==> config.mk <==
export PLATFORM = sky130hd
export DESIGN_NAME = double_ended_priority_queue
export DESIGN_NICKNAME = d
export VERILOG_FILES = /design/src/rtl/depq_pkg.sv /design/src/rtl/double_ended_priority_queue.sv /design/src/rtl/depq_ram.sv
export SDC_FILE = /design/constraint.sdc
export NUM_CORES = 2
export LEC_CHECK = 0
export BUFFER_PORTS_ARGS = -buffer_cell sky130_fd_sc_hd__buf_4
export CORE_AREA = 2 2 456 458
export CTS_BUF_LIST = sky130_fd_sc_hd__clkbuf_16
export CTS_CLUSTER_DIAMETER = 100
export CTS_CLUSTER_SIZE = 24
export DETAILED_ROUTE_END_ITERATION = 8
export DIE_AREA = 0 0 458 460
export PLACE_DENSITY = 0.72
export SLEW_MARGIN = 20
export SYNTH_ARGS = -nofsm -noshare
export SYNTH_HDL_FRONTEND = slang
export SYNTH_SLANG_ARGS = --single-unit
==> constraint.sdc <==
create_clock -name i_clk -period 8.73 [get_ports i_clk]
set_input_delay 0.4365 -clock i_clk [delete_from_list [all_inputs] [get_ports i_clk]]
set_output_delay 0.4365 -clock i_clk [all_outputs]
set_load 0.05 [all_outputs]
==> src/rtl/depq_pkg.sv <==
`default_nettype none
// ----------------------------------------------------------------------------
// depq_pkg
// Shared constants and codes of the double-ended priority queue.
// ----------------------------------------------------------------------------
package depq_pkg;

    localparam int unsigned DataW     = 32;
    localparam int unsigned CountW    = 7;
    localparam int unsigned ReqW      = 2;
    localparam int unsigned StatW     = 2;
    localparam int unsigned CAPACITY  = 64;

    localparam logic [ReqW-1:0] REQ_INSERT  = 2'd0;
    localparam logic [ReqW-1:0] REQ_DEL_MAX = 2'd1;
    localparam logic [ReqW-1:0] REQ_DEL_MIN = 2'd2;

    localparam logic [StatW-1:0] ST_DONE  = 2'd0;
    localparam logic [StatW-1:0] ST_EMPTY = 2'd1;
    localparam logic [StatW-1:0] ST_FULL  = 2'd2;

endpackage
`default_nettype wire

==> src/rtl/double_ended_priority_queue.sv <==
`default_nettype none
// ----------------------------------------------------------------------------
// double_ended_priority_queue
// Bounded multiset of signed values with insert, remove-max and remove-min.
// ----------------------------------------------------------------------------
// Values sit in ascending order in one memory, addressed as a circular buffer
// (base pointer plus count), so removing the minimum or maximum only moves a
// pointer. A removal then reads the new extreme from memory before the block
// is ready for the next request. A removal that empties the set, an ignored
// removal, a dropped insert or an unused code skips the memory. An insert
// shifts the entries above the new value up by one, one read-modify-write
// per entry through the single memory port, so it lasts longer the more
// held values are larger than the new one. The output word is held in a
// register. A request is accepted once the word of the previous one sits in
// that register, and a word not yet taken holds the next one back until it
// is delivered. Current min and max live in registers.
// ----------------------------------------------------------------------------
module double_ended_priority_queue #(
    parameter int unsigned CAPACITY = depq_pkg::CAPACITY
) (
    input  wire logic                              i_clk,
    input  wire logic                              i_rst_n,
    input  wire logic                              i_valid,
    output logic                                   o_ready,
    input  wire logic [depq_pkg::ReqW-1:0]         i_req_type,
    input  wire logic signed [depq_pkg::DataW-1:0] i_insert_value,
    output logic                                   o_valid,
    input  wire logic                              i_ready,
    output logic signed [depq_pkg::DataW-1:0]      o_max_value,
    output logic signed [depq_pkg::DataW-1:0]      o_min_value,
    output logic [depq_pkg::CountW-1:0]            o_entry_count,
    output logic [depq_pkg::StatW-1:0]             o_status
);

    localparam int unsigned AW = (CAPACITY > 1) ? $clog2(CAPACITY) : 1;
    localparam int unsigned CW = $clog2(CAPACITY + 1);
    localparam logic [CW-1:0] CapC = CW'(CAPACITY);

    typedef enum logic [2:0] {
        S_IDLE, S_SCAN, S_SCAN_WAIT, S_FIX_RD, S_FIX_WAIT, S_OUT
    } t_state;

    t_state r_state;
    logic [AW-1:0] r_base;      // physical address of the minimum
    logic [CW-1:0] r_count;
    logic [CW-1:0] r_pos;       // logical index being compared during insert
    logic signed [depq_pkg::DataW-1:0] r_val, r_min, r_max;
    logic [depq_pkg::StatW-1:0] r_stat;
    logic [depq_pkg::ReqW-1:0] r_req;

    logic          we;
    logic [AW-1:0] waddr, raddr;
    logic [depq_pkg::DataW-1:0] wdata, rdata;

    depq_ram #(.DEPTH(CAPACITY), .AW(AW)) u_ram (
        .i_clk  (i_clk),
        .i_we   (we),
        .i_waddr(waddr),
        .i_wdata(wdata),
        .i_raddr(raddr),
        .o_rdata(rdata)
    );

    // logical to physical address, wrapping at capacity
    function automatic logic [AW-1:0] phys(input logic [AW-1:0] b, input logic [CW-1:0] i);
        logic [CW:0] s;
        s = (CW+1)'(b) + (CW+1)'(i);
        if (s >= (CW+1)'(CAPACITY)) s = s - (CW+1)'(CAPACITY);
        return s[AW-1:0];
    endfunction

    logic signed [depq_pkg::DataW-1:0] rd_s;
    assign rd_s = $signed(rdata);

    // memory port control
    always_comb begin
        we = 1'b0;
        waddr = phys(r_base, r_pos);
        wdata = rdata;
        raddr = phys(r_base, r_pos - CW'(1));
        case (r_state)
            S_SCAN_WAIT: begin
                // shift entry pos-1 up to pos, or drop the new value at pos
                we = 1'b1;
                if (r_pos != '0 && rd_s > r_val) wdata = rdata;
                else wdata = r_val;
            end
            S_FIX_RD: begin
                // read the new extreme after a removal
                if (r_req == depq_pkg::REQ_DEL_MAX) raddr = phys(r_base, r_count - CW'(1));
                else raddr = r_base;
            end
            default: ;
        endcase
    end

    // control and output register
    always_ff @(posedge i_clk) begin
        if (!i_rst_n) begin
            r_state <= S_IDLE;
            r_base  <= '0;
            r_count <= '0;
            o_valid <= 1'b0;
        end else begin
            case (r_state)
                S_IDLE: begin
                    if (i_valid) begin
                        r_req  <= i_req_type;
                        r_val  <= i_insert_value;
                        if (i_req_type == depq_pkg::REQ_INSERT) begin
                            if (r_count == CapC) begin
                                r_stat <= depq_pkg::ST_FULL;
                                r_state <= S_OUT;
                            end else if (r_count == '0) begin
                                r_stat <= depq_pkg::ST_DONE;
                                r_pos <= '0;
                                r_state <= S_SCAN_WAIT;
                                r_min <= i_insert_value;
                                r_max <= i_insert_value;
                            end else begin
                                r_stat <= depq_pkg::ST_DONE;
                                r_pos <= r_count;
                                r_state <= S_SCAN;
                                if (i_insert_value < r_min) r_min <= i_insert_value;
                                if (i_insert_value > r_max) r_max <= i_insert_value;
                            end
                        end else if (i_req_type == depq_pkg::REQ_DEL_MAX ||
                                     i_req_type == depq_pkg::REQ_DEL_MIN) begin
                            if (r_count == '0) begin
                                r_stat <= depq_pkg::ST_EMPTY;
                                r_state <= S_OUT;
                            end else begin
                                r_stat <= depq_pkg::ST_DONE;
                                r_count <= r_count - CW'(1);
                                if (i_req_type == depq_pkg::REQ_DEL_MIN)
                                    r_base <= phys(r_base, CW'(1));
                                r_state <= (r_count != CW'(1)) ? S_FIX_RD : S_OUT;
                            end
                        end else begin
                            r_stat <= depq_pkg::ST_DONE;
                            r_state <= S_OUT;
                        end
                    end
                end
                S_SCAN: r_state <= S_SCAN_WAIT;
                S_SCAN_WAIT: begin
                    if (r_pos != '0 && rd_s > r_val) begin
                        // after shifting entry 0 the value goes to the bottom next cycle
                        r_pos <= r_pos - CW'(1);
                        r_state <= (r_pos == CW'(1)) ? S_SCAN_WAIT : S_SCAN;
                    end else begin
                        r_count <= r_count + CW'(1);
                        r_state <= S_OUT;
                    end
                end
                S_FIX_RD: r_state <= S_FIX_WAIT;
                S_FIX_WAIT: begin
                    if (r_req == depq_pkg::REQ_DEL_MAX) r_max <= rd_s;
                    else r_min <= rd_s;
                    r_state <= S_OUT;
                end
                S_OUT: begin
                    if (!o_valid || i_ready) begin
                        o_valid <= 1'b1;
                        o_max_value <= (r_count == '0) ? '0 : r_max;
                        o_min_value <= (r_count == '0) ? '0 : r_min;
                        o_entry_count <= depq_pkg::CountW'(r_count);
                        o_status <= r_stat;
                        r_state <= S_IDLE;
                    end
                end
                default: r_state <= S_IDLE;
            endcase
            if (o_valid && i_ready && r_state != S_OUT) o_valid <= 1'b0;
        end
    end

    assign o_ready = (r_state == S_IDLE) && i_rst_n;

endmodule
`default_nettype wire

==> src/rtl/depq_ram.sv <==
`default_nettype none
// ----------------------------------------------------------------------------
// depq_ram
// Single-port-write, single-port-read memory with registered read data.
// ----------------------------------------------------------------------------
module depq_ram #(
    parameter int unsigned DEPTH = depq_pkg::CAPACITY,
    parameter int unsigned AW    = $clog2(DEPTH)
) (
    input  wire logic                       i_clk,
    input  wire logic                       i_we,
    input  wire logic [AW-1:0]              i_waddr,
    input  wire logic [depq_pkg::DataW-1:0] i_wdata,
    input  wire logic [AW-1:0]              i_raddr,
    output logic      [depq_pkg::DataW-1:0] o_rdata
);

    logic [depq_pkg::DataW-1:0] r_mem [DEPTH];

    // write port
    always_ff @(posedge i_clk) begin
        if (i_we) begin
            r_mem[i_waddr] <= i_wdata;
        end
    end

    // registered read
    always_ff @(posedge i_clk) begin
        o_rdata <= r_mem[i_raddr];
    end

endmodule
`default_nettype wire

== Yosys cells after proc, flatten, opt, wreduce, memory -nomap -nowiden ==
Memories as Yosys holds them, arrays and structs flattened. A register that Yosys moved wholly into a read port is not among the register bits.
Index checks and enable logic that the tools add are counted.

* Mux-type cells: 52
* Add/subtract/negate cells: 11
* Magnitude comparators: 7
* Bitwise operators: 3
* Reduce and logical (&&, ||, !) cells: 23
* Equality and inequality tests: 25

{| class="wikitable"
|+ Operator list
! operator !! number
|-
| 32-bit two-way mux || 14
|-
| 32-bit one-hot mux with 2 select lines || 2
|-
| 7-bit two-way mux || 10
|-
| 32-bit > comparator || 2
|-
| 6-bit two-way mux || 6
|-
| 32-bit less-than comparator || 1
|-
| 7-bit one-hot mux with 2 select lines || 2
|-
| 6-bit by 7-bit adder with 8-bit output || 3
|-
| 8-bit by 7-bit greater-or-equal comparator with 1-bit output (second input constant) || 3
|-
| 3-bit two-way mux || 8
|-
| 6-bit by 1-bit subtractor with 6-bit output (second input constant) || 4
|-
| 2-bit != test (second input constant) || 11
|-
| 3-bit one-hot mux with 6 select lines || 1
|-
| 6-bit AND reduction || 3
|-
| 7-bit AND reduction || 2
|-
| 7-bit by 1-bit subtractor with 7-bit output (second input constant) || 2
|-
| 2-bit two-way mux || 5
|-
| 3-bit != test (second input constant) || 3
|-
| 6-bit by 1-bit adder with 7-bit output (second input constant) || 1
|-
| 7-bit by 1-bit adder with 7-bit output (second input constant) || 1
|-
| 7-bit by 1-bit equality test with 1-bit output (second input constant) || 1
|-
| 7-bit equality test (second input constant) || 1
|-
| 7-bit greater-or-equal comparator (second input constant) || 1
|-
| 7-bit logical NOT || 1
|-
| other kinds (18) || 33
|}

* Word-level logic and storage cells: 136
* Memories: 1
* Input bits: 38
* Bits in writable memories: 2,048
* Bits in registers: 197

{| class="wikitable"
|+ Memories
! memory !! words !! width !! read ports !! clocked after Yosys merged registers in !! write ports !! RTL line !! text
|-
| u_ram.r_mem || 64 || 32 || 1 || 1 || 1 || depq_ram.sv:18 || <nowiki>logic [depq_pkg::DataW-1:0] r_mem [DEPTH];</nowiki>
|}

== Depth between registers and ports, before layout ==
* Word-level depth: 7
* Gate-level depth with buffers: 16
* Gate-level depth less buffers: 14

== Cells and area by module ==
Synthesis repeated with hierarchy kept, for this count alone.

* Cell total of the unflattened synthesis: 4,515
* Area, all modules: 90,130.2 um^2

{| class="wikitable"
|+ By module, submodules not included
! module !! instances !! seq. area each (um^2) !! area an instance (um^2) !! cells an instance
|-
| depq_ram || 1 || 62,139.6 || 79,039.6 || 3,511
|-
| double_ended_priority_queue || 1 || 5,745.5 || 11,090.6 || 1,004
|}

== Least setup slack after synthesis ==
Ideal clock, no wire load.

* Path type: flip-flop to flip-flop
* Start point: register r_val[31] (netlist name)
* End point: memory u_ram.r_mem[0][22] (netlist name), data pin
* Buffers on the path: 1
* Cell stages (with the launch flop): 11
* Required time: 8,028 ps
* Slack: 3,543 ps
* Clock period less this slack: 5,187 ps
* Data arrival time: 4,485 ps
* Cell sequence: edfxtp_1 > inv_1 > ha_1 > nand4_1 > nor4_1 > a31oi_1 > nand2b_1 > a211o_1 > o211ai_1 > clkbuf_1 > o21ai_0

* Word-level cells in the longest chain between the ends: 4

{| class="wikitable"
|+ RTL lines
! item !! RTL line !! text
|-
| start: declaration || double_ended_priority_queue.sv:47 || <nowiki>logic signed [depq_pkg::DataW-1:0] r_val, r_min, r_max;</nowiki>
|-
| start signal: assignment || double_ended_priority_queue.sv:109 || <nowiki>r_val <= i_insert_value;</nowiki>
|-
| 32-bit > comparator || double_ended_priority_queue.sv:85 || <nowiki>if (r_pos != '0 && rd_s > r_val) wdata = rdata;</nowiki>
|-
| 1-bit logical AND || double_ended_priority_queue.sv:85 ||
|-
| 32-bit two-way mux || double_ended_priority_queue.sv:85 ||
|-
| 32-bit two-way mux || double_ended_priority_queue.sv:81 || <nowiki>case (r_state)</nowiki>
|-
| net u_ram.i_wdata, one bit || depq_ram.sv:13 || <nowiki>input wire logic [depq_pkg::DataW-1:0] i_wdata,</nowiki>
|-
| end: declaration || depq_ram.sv:18 ||
|}

The timed path passes the listed nets, and every way through them passes these cells.

== Final worst setup path ==
* Start point: register r_pos[0]
* End point: register u_ram.o_rdata[23] (netlist name) (read register of u_ram.r_mem)

* Word-level cells in the longest chain between the ends: 5
* Elaborated cells between the ends (all ways): 6
* Classes of those cells: add/sub: 3; order compare: 1; mux: 2

{| class="wikitable"
|+ RTL lines
! item !! RTL line !! text
|-
| start: declaration || double_ended_priority_queue.sv:46 || <nowiki>logic [CW-1:0] r_pos;</nowiki>
|-
| start signal: assignment || double_ended_priority_queue.sv:122 || <nowiki>r_pos <= r_count;</nowiki>
|-
| start signal: assignment || double_ended_priority_queue.sv:149 || <nowiki>r_pos <= r_pos - CW'(1);</nowiki>
|-
| 7-bit by 1-bit subtractor with 7-bit output * || double_ended_priority_queue.sv:80 || <nowiki>raddr = phys(r_base, r_pos - CW'(1));</nowiki>
|-
| 6-bit by 7-bit adder with 8-bit output * || double_ended_priority_queue.sv:67 || <nowiki>s = (CW+1)'(b) + (CW+1)'(i);</nowiki>
|-
| 8-bit by 7-bit greater-or-equal comparator with 1-bit output / 6-bit by 1-bit subtractor with 6-bit output (equally long branches) || double_ended_priority_queue.sv:68 || <nowiki>if (s >= (CW+1)'(CAPACITY)) s = s - (CW+1)'(CAPACITY);</nowiki>
|-
| 6-bit two-way mux * || double_ended_priority_queue.sv:68 ||
|-
| 6-bit two-way mux * || double_ended_priority_queue.sv:81 ||
|-
| end: declaration || depq_ram.sv:15 || <nowiki>output logic [depq_pkg::DataW-1:0] o_rdata</nowiki>
|}

Every way passes the cells marked *; elsewhere a longest branch is shown, timed or not.
A chain may end at the register's enable or synchronous reset.

==> metrics.cfg <==
[clock_network]
clk_pin_slew_ns=0.11
clockBufferDepth=3
htreeDepth=3
cts_tree=done
clk_latency_ns=0.81
ctsResizeCount=0
numCtsBuffers=105
root_buffer=clkbuf_16
clkSinkCount=2277

[power]
power_w=0.02842
p_leak_nw=34.87
vdd.ir_drop.worst_mv=0.3721
p_per_area_nw_per_um2=283.0

[setup_path]
path_class=flip-flop to flip-flop
crit_path_start_kind=flip-flop
critPathMaxFanout=27
crit_arrival_ns=5.90
crit_required_ns=9.21
endpoint_kind=flip-flop

[detailed_routing]
wl_mm=255.2
drc=0
first_pass_iters=6
dr_total_vias=59070
via_per_inst=6.158
wl_per_cell_um=26.60
drtIter0Drc=9465
ant_nets=0

[finish]
fill_cells=17110
drive_gt1_frac=0.08218
nets=6966
area.growth.synth_to_final_pct=8.796

[synth]
synth_cell_type_count=68
synth_top_area_frac=0.7248
synth_top_area_cell=edfxtp_1
synth_area_um2=92310
synthTopCellsByArea=edfxtp_1, nand2_1, a311oi_1, and3_1, ha_1
yosysWarnings=0
yosysSeqAreaShare=0.7354
synth.avg_cell_area_um2=13.54
synth_seq_cells=2277
synthCells=6819
synthArstFlopShare=0
syn_nets=6978
ys.flop_type=edfxtp_1
synth_edf_count=2228

[global_route]
grt_max_degree=181
grtUsageTotal=0.2348
grt_pass1_vias=55650
grt_pass1_wl_mm=369.7
antenna_found_initial=6
gr-total-overflow=0

[floorplan]
die_x_um=458
fp.dieH_um=460
core_um2=206000
start_util=0.4481
io_pins=113
die_area_um2=210700
rows=167

[placement]
place_ws_ns=3.542
place.gp.congestion=0.8635
port-buffer-count=112
hpwl_mm=132.3

[sta]
finalClockSkew_ns=0.05308
hold_viol_final=0
fin_crit_ns=5.416
fin_tns_setup_ns=0
fmax_mhz=184.6
setup_viol=0
slew_violations=0
post-route-period-util=0.6204
rsz0062_at_grt=no
maxSlewHeadroom=0.08841
worst_slew_pin_slew_ns=1.350
layout_setup_ws_ns=3.314

[worst_hold_path]
min_path_type=primary input to flip-flop

[flow_run]
cap_violations=0

[outcome]
status=completed

-- routing by layer --
metal | wire (µm) | track usage | part of all wire
met1 | 95300 | 0.3207 | 0.37
met2 | 117100 | 0.3718 | 0.46
met4 | 10760 | 0.09155 | 0.042
met5 | 0 | 0 | 0
met3 | 31970 | 0.04573 | 0.13
-- logic make-up after synthesis --
kind of cell,Yosys count,share of synthesized area
xor gates and xnor gates,28,0.002657
DFF,2277,0.7354
buffers and inverters,555,0.02808
and+or+nand+nor,2974,0.1387
AOI/OAI and AO/OA,825,0.07378
adders and majority gates,121,0.01664
muxes,39,0.004730
-- stage by stage --
stage                     area, µm²    util  hold slack (ns)  cells
after CTS                    100400  0.4873          0.03851   9590
after global routing         100400  0.4875          0.08902   9592
final                        100400  0.4875          0.08411   9593
after detailed placement      96950  0.4706           0.4164   9367
after floorplan               92310       -           0.4003   6819
after global placement        96870  0.4702           0.4095   9363
-- power breakdown --
part | internal (W) | leakage [nW] | switching (W)
registers | 0.0143 | 20.6 | 0.000289
logic | 0.00205 | 12.5 | 0.00621
clock network | 0.00227 | 1.76 | 0.00331
-- what timing repair did --
item                                   4_1_cts  5_1_grt
endpoints found under the hold margin       89        0
hold buffers                                36        0
buffers inserted                             0        0
-- flip-flops by register name (all words and copies together) (netlist names) --
name and cells:
o_entry_count 7, o_max_value 32, o_min_value 32, o_status 2, o_valid 1, r_base 6, r_count 7, r_max 32
r_min 32, r_pos 7, r_req 2, r_stat 2, r_state 3, r_val 32, u_ram.o_rdata 32, u_ram.r_mem 2048
-- synth_stat cells (all sizes together), types with 2 or more instances --
cell and count:
edfxtp 2228, o21ai 63, and3 517, and2 7, or2 3, o21a 3, a21o 22, a2111oi 2
o211ai 3, a221oi 4, a31oi 6, buf 267, nand4 55, nor3b 2, mux2i 8, nor3 22
a211oi 13, a21oi 47, nor2b 7, a22o 2, o221ai 2, nand3 17, xor2 15, o31ai 2
a311oi 513, dfxtp 49, ha 118, o211a 2, nor2 179, and4b 2, mux2 31, nor4 2
xnor2 13, o41ai 129, o21bai 2, fa 3, or3 2, and4 2, inv 115, clkbuf 173
nand2 2136, nand2b 17, a211o 3
-- layout by cell type (no fill, tap or decap), drive strengths merged, types with 63 or more instances in the layout --
cell / Yosys / layout
a311oi: 513 / 513
and3: 517 / 517
buf: 267 / 285
clkbuf: 173 / 108
edfxtp: 2228 / 2228
ha: 118 / 118
inv: 115 / 189
nand2: 2136 / 2136
nor2: 179 / 179
o21ai: 63 / 63
o41ai: 129 / 129
-- area by class of cell --
cell class              instances  area [µm²]  share of cell area
multi-input cells            3987       22870              0.2278
flip-flops and latches       2277       67890              0.6759
inverters                     115       431.7            0.004298
diodes                          2       5.005          0.00004983
repair buffers                321        2778             0.02766
clock buffers                 108        2703             0.02691
clock inverters                79       372.9            0.003713
well taps                    2704        3383             0.03369
-- critical path: stages, from the launching register on --
cell	delay (ns)
edfxtp_1	0.48
inv_1	0.15
ha_1	0.20
inv_1	0.09
nor3_1	0.18
xor2_1	0.23
ha_1	0.29
inv_1	0.08
a2111oi_2	0.04
a211oi_2	0.24
o31ai_2	0.20
nand2_4	0.48
buf_4	0.50
buf_4	0.51
a311oi_1	0.10
o41ai_1	0.72
nand4_1	0.54
-- final timing paths --
check             from                end  slack, ns  cells after the start
min            i_valid         r_count[6]       0.08                      4
max reg2reg   r_pos[0]  u_ram.o_rdata[23]       3.31                     16
min reg2reg  r_stat[0]        o_status[0]       0.44                      0
max           r_pos[0]  u_ram.o_rdata[23]       3.31                     16
(Power assumes the default switching activity.)
